### src/rtl/assert_macros.svh
// Assertion macros for the six-step commutator RTL.
// Define ASSERT_OFF to compile every check down to nothing.
`ifndef ASSERT_MACROS_SVH
`define ASSERT_MACROS_SVH

`ifndef ASSERT_OFF
// Condition must hold on every clock edge out of reset.
`define ASSERT_ALWAYS(label, clk, rst_n, cond) \
    label: assert property (@(posedge clk) disable iff (!rst_n) (cond)) \
        else $error("assertion failed: label");
// Consequent must hold in the same cycle as the antecedent.
`define ASSERT_SAME(label, clk, rst_n, ante, cons) \
    label: assert property (@(posedge clk) disable iff (!rst_n) (ante) |-> (cons)) \
        else $error("assertion failed: label");
// Consequent must hold in the cycle after the antecedent.
`define ASSERT_NEXT(label, clk, rst_n, ante, cons) \
    label: assert property (@(posedge clk) disable iff (!rst_n) (ante) |=> (cons)) \
        else $error("assertion failed: label");
`else
`define ASSERT_ALWAYS(label, clk, rst_n, cond)
`define ASSERT_SAME(label, clk, rst_n, ante, cons)
`define ASSERT_NEXT(label, clk, rst_n, ante, cons)
`endif

`endif

### src/rtl/bldc_pkg.sv
// Shared types and constants for the six-step BLDC commutator.
// No dependencies; used by the top level and its port list.
`default_nettype none

package bldc_pkg;

    localparam int TIME_BITS   = 32;
    localparam int LEVEL_BITS  = 16;

    localparam int TIME_W      = 32;
    localparam int LEVEL_W     = 16;
    localparam int PATTERN_W   = 18;
    localparam int ANGLE_W     = 12;
    localparam int SEL_W       = 3;
    localparam int SPEED_W     = 21;
    localparam int CFG_IDX_W   = 2;

    localparam logic [ANGLE_W-1:0] ANGLE_FULL   = 12'd3600;
    localparam logic [ANGLE_W-1:0] ANGLE_STEP   = 12'd18;
    localparam logic [ANGLE_W-1:0] ANGLE_ALIGN  = 12'd300;
    localparam logic [ANGLE_W-1:0] SECTOR_WIDTH = 12'd600;
    localparam logic [SPEED_W-1:0] SPEED_NUM    = 21'd1800000;
    localparam logic [SEL_W-1:0]   LAST_STEP    = 3'd5;

    typedef enum logic [1:0] {
        FUNC_PULSE     = 2'd0,
        FUNC_TICK      = 2'd1,
        FUNC_ALIGN     = 2'd2,
        FUNC_COMMUTATE = 2'd3
    } t_func;

    typedef enum logic [CFG_IDX_W-1:0] {
        CFG_HIGH_SIDE   = 2'd0,
        CFG_ENABLE      = 2'd1,
        CFG_DRIVE_LEVEL = 2'd2,
        CFG_FULL_LEVEL  = 2'd3
    } t_cfg_idx;

    typedef struct packed {
        t_func               func;
        logic [TIME_W-1:0]   time_us;
        logic                direction;
    } t_in_item;

    typedef struct packed {
        logic [LEVEL_W-1:0]  phase_a_level;
        logic [LEVEL_W-1:0]  phase_b_level;
        logic [LEVEL_W-1:0]  phase_c_level;
        logic                enable_a;
        logic                enable_b;
        logic                enable_c;
        logic [ANGLE_W-1:0]  angle_tenths;
        logic [SEL_W-1:0]    sector;
        logic [SPEED_W-1:0]  speed_dps;
        logic [SEL_W-1:0]    step;
    } t_out_item;

endpackage

`default_nettype wire

### src/rtl/bldc_six_step_commutator.sv
// Six-step BLDC commutator with a bit-serial speed divider.
// An encoder pulse with nonzero elapsed time runs the divider (S_DIV), one quotient bit per
// cycle, before S_DONE; every other event goes straight from S_IDLE to S_DONE.
// A new event is taken the cycle after the previous result is loaded into the output
// register, and an output stall holds that load.
// Reset (i_rst_n low, synchronous) clears angle, time, speed, step and drive outputs and
// loads the level registers with 400 and 1000.
`default_nettype none

`include "assert_macros.svh"

module bldc_six_step_commutator (
    input  wire                               i_clk,
    input  wire                               i_rst_n,
    input  wire                               i_in_valid,
    output logic                              o_in_ready,
    input  bldc_pkg::t_in_item                i_in,
    output logic                              o_out_valid,
    input  wire                               i_out_ready,
    output bldc_pkg::t_out_item               o_out,
    input  wire                               i_cfg_valid,
    output logic                              o_cfg_ready,
    input  wire [bldc_pkg::CFG_IDX_W-1:0]     i_cfg_index,
    input  wire [bldc_pkg::PATTERN_W-1:0]     i_cfg_data
);
    import bldc_pkg::*;

    localparam int CNT_W = $clog2(SPEED_W + 1);
    localparam logic [CNT_W-1:0] DIV_LAST = CNT_W'(SPEED_W - 1);

    typedef enum logic [1:0] {
        S_IDLE,
        S_DIV,
        S_DONE
    } t_state;

    t_state                 r_state;
    logic                   r_out_valid;
    t_out_item              r_out;

    logic [PATTERN_W-1:0]   r_high_pat;
    logic [PATTERN_W-1:0]   r_ena_pat;
    logic [LEVEL_BITS-1:0]  r_drive_lvl;
    logic [LEVEL_BITS-1:0]  r_full_lvl;

    logic [ANGLE_W-1:0]     r_angle;
    logic [TIME_BITS-1:0]   r_last;
    logic [SPEED_W-1:0]     r_speed;
    logic [SEL_W-1:0]       r_step;
    logic [LEVEL_BITS-1:0]  r_lvl [3];
    logic [2:0]             r_ena;

    // divider: r_num shifts the dividend out and the quotient in
    logic [TIME_BITS-1:0]   r_dt;
    logic [TIME_BITS-1:0]   r_rem;
    logic [SPEED_W-1:0]     r_num;
    logic [CNT_W-1:0]       r_cnt;

    logic                   in_acc;
    logic                   cfg_acc;
    logic                   out_free;
    logic [TIME_BITS-1:0]   n_dt;
    logic [ANGLE_W-1:0]     angle_sum;
    logic [ANGLE_W-1:0]     n_angle;
    logic [SEL_W-1:0]       cur_sector;
    logic [SEL_W-1:0]       n_comm_step;
    logic [SEL_W-1:0]       n_tick_step;
    logic [2:0]             comm_high;
    logic [2:0]             comm_ena;
    logic [2:0]             tick_high;
    logic [2:0]             tick_ena;
    logic [TIME_BITS:0]     trial;
    logic [TIME_BITS:0]     diff;
    logic                   q_bit;
    logic [TIME_BITS-1:0]   n_rem;

    function automatic logic [SEL_W-1:0] sector_of(input logic [ANGLE_W-1:0] a);
        sector_of = SEL_W'(a >= SECTOR_WIDTH)
                  + SEL_W'(a >= ANGLE_W'(2 * 600))
                  + SEL_W'(a >= ANGLE_W'(3 * 600))
                  + SEL_W'(a >= ANGLE_W'(4 * 600))
                  + SEL_W'(a >= ANGLE_W'(5 * 600));
    endfunction

    assign o_cfg_ready = 1'b1;
    assign cfg_acc     = i_cfg_valid & o_cfg_ready;
    assign o_in_ready  = (r_state == S_IDLE);
    assign in_acc      = i_in_valid & o_in_ready;
    assign out_free    = ~r_out_valid | i_out_ready;
    assign o_out_valid = r_out_valid;
    assign o_out       = r_out;

    always_comb begin
        n_dt       = i_in.time_us[TIME_BITS-1:0] - r_last;
        angle_sum  = r_angle + ANGLE_STEP;
        n_angle    = (angle_sum >= ANGLE_FULL) ? (angle_sum - ANGLE_FULL) : angle_sum;
        cur_sector = sector_of(r_angle);
        if (i_in.direction) begin
            n_comm_step = (cur_sector == LAST_STEP) ? '0 : cur_sector + 1'b1;
        end else begin
            n_comm_step = (cur_sector == '0) ? LAST_STEP : cur_sector - 1'b1;
        end
        n_tick_step = (r_step == LAST_STEP) ? '0 : r_step + 1'b1;
        comm_high   = r_high_pat[3 * n_comm_step +: 3];
        comm_ena    = r_ena_pat[3 * n_comm_step +: 3];
        tick_high   = r_high_pat[3 * r_step +: 3];
        tick_ena    = r_ena_pat[3 * r_step +: 3];
        trial       = {r_rem, r_num[SPEED_W-1]};
        diff        = trial - {1'b0, r_dt};
        q_bit       = (trial >= {1'b0, r_dt});
        n_rem       = q_bit ? diff[TIME_BITS-1:0] : trial[TIME_BITS-1:0];
    end

    always_ff @(posedge i_clk) begin
        if (!i_rst_n) begin
            r_state     <= S_IDLE;
            r_out_valid <= 1'b0;
            r_high_pat  <= '0;
            r_ena_pat   <= '0;
            r_drive_lvl <= LEVEL_BITS'(400);
            r_full_lvl  <= LEVEL_BITS'(1000);
            r_angle     <= '0;
            r_last      <= '0;
            r_speed     <= '0;
            r_step      <= '0;
            r_lvl[0]    <= '0;
            r_lvl[1]    <= '0;
            r_lvl[2]    <= '0;
            r_ena       <= '0;
        end else begin
            if (cfg_acc) begin
                unique case (t_cfg_idx'(i_cfg_index))
                    CFG_HIGH_SIDE:   r_high_pat  <= i_cfg_data;
                    CFG_ENABLE:      r_ena_pat   <= i_cfg_data;
                    CFG_DRIVE_LEVEL: r_drive_lvl <= i_cfg_data[LEVEL_BITS-1:0];
                    CFG_FULL_LEVEL:  r_full_lvl  <= i_cfg_data[LEVEL_BITS-1:0];
                    default: ;
                endcase
            end

            if (r_out_valid && i_out_ready) begin
                r_out_valid <= 1'b0;
            end

            unique case (r_state)
                S_IDLE: begin
                    if (in_acc) begin
                        r_state <= S_DONE;
                        unique case (i_in.func)
                            FUNC_PULSE: begin
                                r_angle <= n_angle;
                                r_last  <= i_in.time_us[TIME_BITS-1:0];
                                if (n_dt == '0) begin
                                    r_speed <= SPEED_NUM;
                                end else begin
                                    r_dt    <= n_dt;
                                    r_rem   <= '0;
                                    r_num   <= SPEED_NUM;
                                    r_cnt   <= '0;
                                    r_state <= S_DIV;
                                end
                            end
                            FUNC_TICK: begin
                                r_lvl[0] <= tick_high[0] ? r_full_lvl : '0;
                                r_lvl[1] <= tick_high[1] ? r_full_lvl : '0;
                                r_lvl[2] <= tick_high[2] ? r_full_lvl : '0;
                                r_ena    <= tick_ena;
                                r_step   <= n_tick_step;
                            end
                            FUNC_ALIGN: begin
                                r_angle  <= ANGLE_ALIGN;
                                r_lvl[0] <= '0;
                                r_lvl[1] <= r_full_lvl;
                                r_lvl[2] <= '0;
                                r_ena    <= '0;
                            end
                            FUNC_COMMUTATE: begin
                                r_step   <= n_comm_step;
                                r_lvl[0] <= comm_high[0] ? r_drive_lvl : '0;
                                r_lvl[1] <= comm_high[1] ? r_drive_lvl : '0;
                                r_lvl[2] <= comm_high[2] ? r_drive_lvl : '0;
                                r_ena    <= comm_ena;
                            end
                            default: ;
                        endcase
                    end
                end
                S_DIV: begin
                    // one quotient bit per cycle, restoring division
                    r_rem <= n_rem;
                    r_num <= {r_num[SPEED_W-2:0], q_bit};
                    r_cnt <= r_cnt + 1'b1;
                    if (r_cnt == DIV_LAST) begin
                        r_speed <= {r_num[SPEED_W-2:0], q_bit};
                        r_state <= S_DONE;
                    end
                end
                S_DONE: begin
                    // hold the result until the output register frees up
                    if (out_free) begin
                        r_out.phase_a_level <= LEVEL_W'(r_lvl[0]);
                        r_out.phase_b_level <= LEVEL_W'(r_lvl[1]);
                        r_out.phase_c_level <= LEVEL_W'(r_lvl[2]);
                        r_out.enable_a      <= r_ena[0];
                        r_out.enable_b      <= r_ena[1];
                        r_out.enable_c      <= r_ena[2];
                        r_out.angle_tenths  <= r_angle;
                        r_out.sector        <= cur_sector;
                        r_out.speed_dps     <= r_speed;
                        r_out.step          <= r_step;
                        r_out_valid         <= 1'b1;
                        r_state             <= S_IDLE;
                    end
                end
                default: r_state <= S_IDLE;
            endcase
        end
    end

    `ASSERT_NEXT(a_accept_leaves_idle, i_clk, i_rst_n, in_acc, r_state != S_IDLE)
    `ASSERT_SAME(a_div_nonzero, i_clk, i_rst_n, r_state == S_DIV, r_dt != '0)
    `ASSERT_SAME(a_div_count, i_clk, i_rst_n, r_state == S_DIV, r_cnt <= DIV_LAST)
    `ASSERT_SAME(a_out_range, i_clk, i_rst_n, o_out_valid, (o_out.step <= LAST_STEP) && (o_out.sector <= LAST_STEP) && (o_out.angle_tenths < ANGLE_FULL))

endmodule

`default_nettype wire

### config.mk
export PLATFORM = sky130hd
export DESIGN_NAME = bldc_six_step_commutator
export DESIGN_NICKNAME = d
export VERILOG_FILES = /design/src/rtl/bldc_pkg.sv /design/src/rtl/bldc_six_step_commutator.sv
export VERILOG_INCLUDE_DIRS = /design/src /design/src/rtl
export SDC_FILE = /design/constraint.sdc
export NUM_CORES = 1
export LEC_CHECK = 0
export BUFFER_PORTS_ARGS = -buffer_cell sky130_fd_sc_hd__buf_2
export CORE_ASPECT_RATIO = 0.6
export CORE_UTILIZATION = 61
export CTS_CLUSTER_SIZE = 25
export DETAILED_ROUTE_END_ITERATION = 16
export PLACE_DENSITY = 0.81
export SETUP_SLACK_MARGIN = 0.05
export SLEW_MARGIN = 20
export SYNTH_ARGS = -nofsm -noshare
export SYNTH_HDL_FRONTEND = slang
export SYNTH_SLANG_ARGS = --single-unit
### constraint.sdc
create_clock -name i_clk -period 8.9 [get_ports i_clk]
set_clock_uncertainty 0.2 [all_clocks]
set_input_delay 0 -clock i_clk [delete_from_list [all_inputs] [get_ports i_clk]]
set_output_delay 0 -clock i_clk [all_outputs]
set_load 0.02 [all_outputs]
# ---- Yosys cells after proc, flatten, opt, wreduce, memory -nomap -nowiden
# Memory sizes are Yosys's and may differ from the RTL's. A register that Yosys moved wholly into a read port is not among the register bits.
# Cells that the tools add are included.
dict set report word_totals {
  ff_bits 274
  mem_bits_rw 48
  inputBits 60
  output_inout_bits 93
  elab_cells 167
  n_memories 1
}
dict set report classes {
  addsub 12
  n_mul 2
  magnitude_cmp 7
  n_eq_ne 17
  shift 4
  muxes 66
  n_bitwise 13
  n_reduce_logical 23
}
# name words width read_ports rd_ports_with_merged_regs wr line
set memory_table {}
lappend memory_table {r_lvl 3 16 3 3 3 bldc_six_step_commutator.sv:50} ;# logic [LEVEL_BITS-1:0] r_lvl [3];
# operator count
set ops {}
lappend ops {{16-bit 2-to-1 mux} 15}
lappend ops {{21-bit 2-to-1 mux} 7}
lappend ops {{32-bit 2-to-1 mux} 4}
lappend ops {{21-bit one-hot mux with 2 select lines} 2}
lappend ops {{18-bit by 6-bit indexed part select with 3-bit output} 4}
lappend ops {{32-bit one-hot mux with 2 select lines} 1}
lappend ops {{32-bit subtractor} 2}
lappend ops {{12-bit >= comparator, second input constant} 3}
lappend ops {{33-bit by 32-bit >= comparator with 1-bit output} 1}
lappend ops {{32-bit logical NOT} 1}
lappend ops {{12-bit by 11-bit >= comparator with 1-bit output, second input constant} 2}
lappend ops {{12-bit one-hot mux with 2 select lines} 1}
lappend ops {{1-bit 2-to-1 mux} 19}
lappend ops {{3-bit AND reduction} 6}
lappend ops {{5-bit 2-to-1 mux} 3}
lappend ops {{5-bit AND reduction} 3}
lappend ops {{12-bit by 5-bit adder with 12-bit output, second input constant} 1}
lappend ops {{12-bit by 10-bit >= comparator with 1-bit output, second input constant} 1}
lappend ops {{12-bit 2-to-1 mux} 1}
lappend ops {{3-bit 2-to-1 mux} 4}
lappend ops {{12-bit subtractor, second input constant} 1}
lappend ops {{2-bit equality test, second input constant} 5}
lappend ops {{2-bit by 3-bit multiplier with 5-bit output, first input constant} 2}
lappend ops {{2-bit 2-to-1 mux} 5}
lappend ops {{24 further kinds} 50}

# ---- Depth between registers and ports, before layout
# Gate-level depths: netlist of run 1.
dict set report logic_depth {
  depth_word 12
  ltp_mapped 16
  depth_no_buf 15
}

# ---- Least setup slack after synthesis of run 1
# No wires, ideal clock.
dict set report synth_path {
  kind {register to register}
  from {register r_last[0]}
  to {register r_cnt[0], enable pin}
  setup_ns 0.493
  arrival_time_ns 5.546
  t_required_ns 8.207
  path_slack_ns 2.661
  stages_incl_launch_ff 15
  n_path_buf 1
  period_less_slack_ns 6.239
  cell_sequence {dfxtp_1 > ha_1 > fa_1 > nor2b_4 > o31a_4 > o32ai_4 > o31a_2 > o211ai_1 > xor2_1 > nor4_1 > nor4b_2 > nand3_1 > buf_2 > nand3_1 > a21oi_1}
}
dict set report synth_between {
  elab_chain_cells 4
}
# element line
set synth_rtl {}
lappend synth_rtl {{start: declaration} bldc_six_step_commutator.sv:47} ;# logic [TIME_BITS-1:0] r_last;
lappend synth_rtl {{start signal: assignment} bldc_six_step_commutator.sv:152} ;# r_last <= i_in.time_us[TIME_BITS-1:0];
lappend synth_rtl {{32-bit subtractor} bldc_six_step_commutator.sv:94} ;# n_dt = i_in.time_us[TIME_BITS-1:0] - r_last;
lappend synth_rtl {{net n_dt[26]} bldc_six_step_commutator.sv:62} ;# logic [TIME_BITS-1:0] n_dt;
lappend synth_rtl {{32-bit logical NOT} bldc_six_step_commutator.sv:153} ;# if (n_dt == '0) begin
lappend synth_rtl {{2-bit inequality test (no source line)} --}
lappend synth_rtl {{5-bit AND reduction (no source line)} --}
lappend synth_rtl {{end signal: assignment} bldc_six_step_commutator.sv:192} ;# r_cnt <= r_cnt + 1'b1;
lappend synth_rtl {{end: declaration} bldc_six_step_commutator.sv:57} ;# logic [CNT_W-1:0] r_cnt;
# The timed path passes the listed nets, and every way through them passes these cells.
# A chain may end at the register's enable or synchronous reset.

# ---- Worst setup path in the final report of run 1
dict set report layout_path {
  from {register r_last[1]}
  to {register r_rem[3], enable pin}
}
dict set report layout_between {
  elab_chain_cells 4
}
# element line
set layout_rtl {}
lappend layout_rtl {{32-bit subtractor} bldc_six_step_commutator.sv:94}
lappend layout_rtl {{net n_dt[23]} bldc_six_step_commutator.sv:62}
lappend layout_rtl {{32-bit logical NOT} bldc_six_step_commutator.sv:153}
lappend layout_rtl {{2-bit inequality test (no source line)} --}
lappend layout_rtl {{5-bit AND reduction (no source line)} --}
lappend layout_rtl {{end signal: assignment} bldc_six_step_commutator.sv:190} ;# r_rem <= n_rem;
lappend layout_rtl {{end: declaration} bldc_six_step_commutator.sv:55} ;# logic [TIME_BITS-1:0] r_rem;
# The timed path passes the listed nets, and every way through them passes these cells.

==> qor.yml, run 1 <==
ys_types: 86
wl_per_cell_um: 20.2
cellLeakagePower_nw: 8.35
postRouteAntennaNets: 0
synth_area_um2: 18800
hold_depth: 4
r2r_cells: 14
outcome: "complete, no violations"
ys_top_cells_by_area: "edfxtp_1 (36%), dfxtp_1 (15%), nand2_1 (5.4%), ha_1 (4.7%), a21boi_0 (3.8%)"
netlist_instances: 1830
final_area_um2: 22000
final_cell_mix: "nand2_1 (271), edfxtp_1 (227), buf_2 (149), dfxtp_1 (141), inv_1 (99)"
power_density_nw_per_um2: 178
cts_max_level: 2
final_common_cell: "nand2_1"
async_flop_share_pct: 0
grt_max_degree: 102
area_delta_synth_final_pct: 16.9
crit_fanout: 35
yosys.area.top_type: "edfxtp_1"
synth_seq_cells: 368
drt_iter0_drc: 1970
initial_core_util_pct: 62.5
grt_antenna_before_repair: 0
via_count: 15400
critPathCaptureType: "flop"
crit_required_ns: 8.89
synth_top_cell_area_share_pct: 36.2
start_kind: "flop"
route.detailed.drc: 0
yosysSeqAreaShare_pct: 51.3
finalMaxSlewViolations: 0
syn_avg_cell_area_um2: 10.3
syn-num-nets: 1965
fin_util_pct: 73.0
clk_latency_ns: 0.55
arrival_ns: 5.15
drt_wl_total_um: 49700
row_count: 49
worst_slew_pin_slew_ns: 1.10
hp-class: "input port to flop"
cts_root_buf: "clkbuf_16"
cts.sinks: 368
finalCritPeriodShare_pct: 58.0
dp_hpwl_um: 33400
crit_type: "flop to flop"
layout_min_cycle_time_ns: 5.16
routed_via_density: 6.25
track_usage_pct: 31.0
rsz0062_at_grt: "no"
setup_viol: 0
fmax_mhz: 194
cts_buffers: 35
synth_edf_count: 227
overflow: 0
clk_pin_slew_ns: 0.07
port_buffers: 150
ctsResizeCount: 0
grt_pass1_vias: 14100
dr.pass1.iters: 6
drive_gt1_share_pct: 14.9
gp_congestion: 0.933
nNetsFinal: 2159
tns_ns: 0
num_io_pins: 153
die-area_um2: 31600
diodes: 0
die_h_um: 138
grt_first_pass_wirelength_um: 77800
cts_tree: "yes"
yosys_warnings: 0
cts_max_path_buffers: 3
place_area_um2: 19900
slew_headroom_pct: 26.1
synth_ff_type: "edfxtp_1"
hold_viol_final: 0
drv_cap: 0
coreArea_um2: 30100
irDropWorstVdd_mv: 0.145
die_x_um: 229
[worst paths after layout]
kind,start,to,slack [ns]
max reg2reg,r_last[1]$_SDFFE_PN0P_,r_rem[3]$_SDFFCE_PN0P_,3.74
min reg2reg,r_lvl[0][31]$_DFFE_PP_,o_out[73]$_DFFE_PP_,0.22
max,r_last[1]$_SDFFE_PN0P_,r_rem[3]$_SDFFCE_PN0P_,3.74
min,i_in[11],r_last[10]$_SDFFE_PN0P_,0.08
[flip-flops by register name, indices dropped and copies added (netlist names), 5 cells and up]
| name | flops |
|---|---|
| r_ena_pat | 18 |
| r_cnt | 5 |
| r_dt | 32 |
| r_drive_lvl | 16 |
| r_angle | 11 |
| o_out | 89 |
| r_speed | 21 |
| r_num | 21 |
| r_last | 32 |
| r_full_lvl | 16 |
| r_lvl | 48 |
| r_rem | 32 |
| r_high_pat | 18 |
[cells by family (layout without fill, tap and decap cells)]
group           count (synthesis)  count (layout)  share of synthesized area (%)
compound gates                458             458                           18.1
xor+xnor                       49              49                           2.28
fa+ha+maj                      75              75                           5.15
buf+inv                       206             427                           4.26
flops                         368             368                           51.3
mux                            52              52                           3.41
other cells                     2               2                         0.0399
simple gates                  620             620                           15.5
[worst max-delay path: stages (launching register included)]
cell and delay (ns):
dfxtp_1 0.38, inv_1 0.06, ha_1 0.27, nor2b_1 0.17, o21a_1 0.18, a311oi_2 0.18, o31ai_1 0.63, a211oi_2 0.21
a21oi_1 0.23, xor2_1 0.29, nor4b_2 0.10, nand3_1 0.39, nand3_1 0.23, a21oi_4 0.73, buf_4 0.54
[layer usage]
| layer | up-vias | share of wire [%] | GRT usage, % |
|---|---|---|---|
| met2 | 842 | 41 | 42.0 |
| met5 | - | 0 | 0 |
| li1 | 7070 | - | - |
| met3 | 83 | 12 | 7.01 |
| met4 | 0 | 2.0 | 7.52 |
| met1 | 7383 | 45 | 49.7 |
[power by group]
group | internal, mW | switching [mW] | total [mW] | leakage, nW
sequential | 1.87 | 0.0383 | 1.91 | 3.30
combinational | 0.175 | 0.289 | 0.464 | 4.47
clock | 0.864 | 0.679 | 1.54 | 0.580
[Yosys cell counts (10+ instances only)]
cell	instances
nand2_1	271
edfxtp_1	227
dfxtp_1	141
inv_1	100
a21boi_0	96
nor2_1	92
clkbuf_1	87
nand3_1	73
ha_1	71
a21oi_1	64
o21ai_0	52
a32o_1	48
mux2i_1	39
a21o_1	34
nor3_1	33
xnor2_1	30
o211ai_1	25
and2_1	23
or3_1	23
or2_2	22
a211oi_1	19
xor2_1	19
nand2b_1	16
nor2b_1	16
o21a_1	15
a31oi_1	14
nand4_1	14
o2111ai_1	13
o31ai_1	12
a21oi_2	10
[final cells by class]
class | instances | area [µm²]
Inverter | 101 | 379
Clock buffer | 41 | 941
Multi-Input combinational cell | 1256 | 8450
Fill cell | 2078 | 8110
Clock inverter | 23 | 239
Sequential cell | 368 | 9640
Tap cell | 408 | 510
Timing Repair Buffer | 262 | 1830
[timing repair]
item | CTS | global route
setup buffers | 0 | 0
setup endpoints to repair | 0 | 0
hold buffers | 94 | 0
hold endpoints to repair | 179 | 0
[stage by stage]
step	total power [mW]	worst slack, ns	hold WS, ns	instances
final	3.92	3.74	0.0797	2459
after detailed placement	2.37	3.85	0.0720	2301
after CTS	3.92	3.74	0.0754	2459
after global routing	4.04	3.37	0.0933	2459
after floorplan	2.23	2.66	-0.0760	1830
after global placement	2.35	4.01	0.0687	2301
Note: power is estimated with default switching activity, not from simulation.
==> inputs of run 2 (changes only) <==
Settings changed: CORE_UTILIZATION 61 to 55, PLACE_DENSITY 0.81 to 0.77.
Clock period 8.9 ns to 4.4 ns, I/O delays scaled along.
==> run 2 against run 1 <==
Effect of this change:
- clock power grew 100%
- sequential share of layout area shrank 0.46 points
- non-clock buffer count grew 15
- via count shrank 0.85%
- core utilization shrank 7.1 points
- sequential power grew 100%
==> qor.yml, run 2 (synthesis results as in run 1) <==
cts_buffers: 35
final_area_um2: 22200
r2r_start: "r_last[0]$_SDFFE_PN0P_"
cts.sinks: 368
swShare_pct: 25.4
clk_latency_ns: 0.55
initial_core_util_pct: 55.8
nNetsFinal: 2175
tns_ns: 0
place_area_um2: 20200
die_x_um: 241
finalMaxSlewViolations: 0
clk_pin_slew_ns: 0.07
netSwitchingPower_mw: 2.03
grt_max_degree: 85
crit_type: "flop to flop"
crit_fanout: 21
fmax_mhz: 238
outcome: "complete, no violations"
cts_max_path_buffers: 3
track_usage_pct: 28.8
start_kind: "flop"
routed_via_density: 6.03
final_common_cell: "nand2_1"
row_count: 52
rsz0062_at_grt: "no"
crit_required_ns: 4.46
dp_hpwl_um: 34400
crit_chain: "ha_1 > fa_2 > nor2b_4 > o31a_4 > a21oi_1 > or4_1 > a2111oi_2 > buf_4 > nand4_1 > nor4_2 > nor4b_4 > nand3_2 > nand3_1 > a21oi_4 > buf_4"
grt_pass1_vias: 14500
port_buffers: 150
intPower_mw: 5.94
grt_antenna_before_repair: 2
area_delta_synth_final_pct: 18.3
cpPeakStageDelay_ns: 0.47
total_power_mw: 7.96
hp-class: "input port to flop"
slowest_stage: "or4_1"
min_to: "r_full_lvl[2]$_SDFFE_PN0P_"
hold_depth: 4
cts_tree: "yes"
p_comb_share_pct: 12.1
reg_top3: "o_out x89, r_lvl x48"
layout_min_cycle_time_ns: 4.19
arrival_ns: 4.25
coreArea_um2: 33700
die_h_um: 145
gp_congestion: 0.946
power_density_nw_per_um2: 358
drt_iter0_drc: 1606
hold_viol_final: 0
crit_top_cell: "buf_4"
die-area_um2: 35000
final_cell_mix: "nand2_1 (271), edfxtp_1 (227), buf_2 (149), dfxtp_1 (137), inv_1 (99)"
dp_cells: 2382
worst_slew_pin_slew_ns: 1.07
timing.hold.ws_ns: 0.0677
slew_headroom_pct: 28.1
crit_family: "simple AND/OR/NAND/NOR gates"
critical_path_buf_inv_count: 2
finalCritPeriodShare_pct: 95.3
irDropWorstVdd_mv: 0.299
fin_util_pct: 66.0
p_clk_share_pct: 39.4
min_from: "i_cfg_valid"
regToRegSetupSlack_ns: 0.21
setup_viol: 0
crit_start: "r_last[0]$_SDFFE_PN0P_"
fin_cells: 2528
grt_first_pass_wirelength_um: 79000
cts_max_level: 2
drv_cap: 0
num_io_pins: 153
cellLeakagePower_nw: 8.36
cts_root_buf: "clkbuf_16"
max_flop_register: "o_out"
dr.pass1.iters: 6
route.detailed.drc: 0
seq_power_share_pct: 48.5
largest_reg_flops: 89
postRouteAntennaNets: 0
via_count: 15200
drive_gt1_share_pct: 17.0
pre_cts_slack_ns: 0.0605
wl_per_cell_um: 20.0
drt_wl_total_um: 50700
r2r_end: "r_rem[10]$_SDFFCE_PN0P_"
overflow: 0
critPathCaptureType: "flop"
r2r_cells: 15
setup_slack_ns: 0.205
[run 2: cell count changes in the layout (fill, tap and decap cells not counted), moves of 4 or more]
cell,previous run,this run
o31ai_2,1,5
dlygate4sd3_1,94,74
clkinv_2,8,3
dfxtp_1,141,137
dfxtp_2,0,4
buf_4,19,52
[run 2: layer usage]
layer  global-route usage [%]  up-vias  share of wire [%]
li1                         -     7094                  -
met2                     40.0      657                 42
met1                     43.9     7391                 46
met3                     6.30      104                8.5
met4                     9.78        2                2.9
met5                        0        -              0.026
[run 2: how the worst max path moves through the flow]
| stage | end | cells past startpoint |
|---|---|---|
| floorplan | r_dt[0]$_DFFE_PP_ | 12 |
| global placement | r_dt[2]$_DFFE_PP_ | 14 |
| detailed placement | r_dt[2]$_DFFE_PP_ | 13 |
| CTS | r_ena[0]$_SDFFE_PN0P_ | 13 |
| global route | r_speed[8]$_SDFFE_PN0P_ | 15 |
| finish | r_rem[10]$_SDFFCE_PN0P_ | 15 |
[run 2: area by class of cell]
cell class | count | area [µm²]
Fill cell | 2645 | 11500
Sequential cell | 368 | 9640
Multi-Input combinational cell | 1257 | 8530
Clock inverter | 20 | 245
Antenna cell | 2 | 5.00
Clock buffer | 44 | 941
Timing Repair Buffer | 277 | 1920
Tap cell | 459 | 574
Inverter | 101 | 379
[run 2: tightest hold or removal path: stages]
cell and delay [ns]:
buf_2 0.14, and3_1 0.41, nand2_1 0.14, a21boi_0 0.06
[run 2: repair_timing]
| item | 4_1_cts | 5_1_grt |
|---|---|---|
| endpoints found under the setup margin | 6 | 154 |
| hold buffers | 74 | 0 |
| cloned | 1 | 0 |
| resized for setup | 0 | 20 |
| setup buffers | 0 | 5 |
| pin swaps | 1 | 2 |
| hold endpoints to repair | 172 | 0 |
[run 2: power by group through the flow]
stage	clock, mW	combinational (mW)	sequential (mW)
finish	3.14	0.964	3.86
global placement	0	0.845	3.93
global route	3.31	1.04	3.87
detailed placement	0	0.872	3.93
floorplan	0	0.583	3.93
CTS	3.18	0.927	3.86
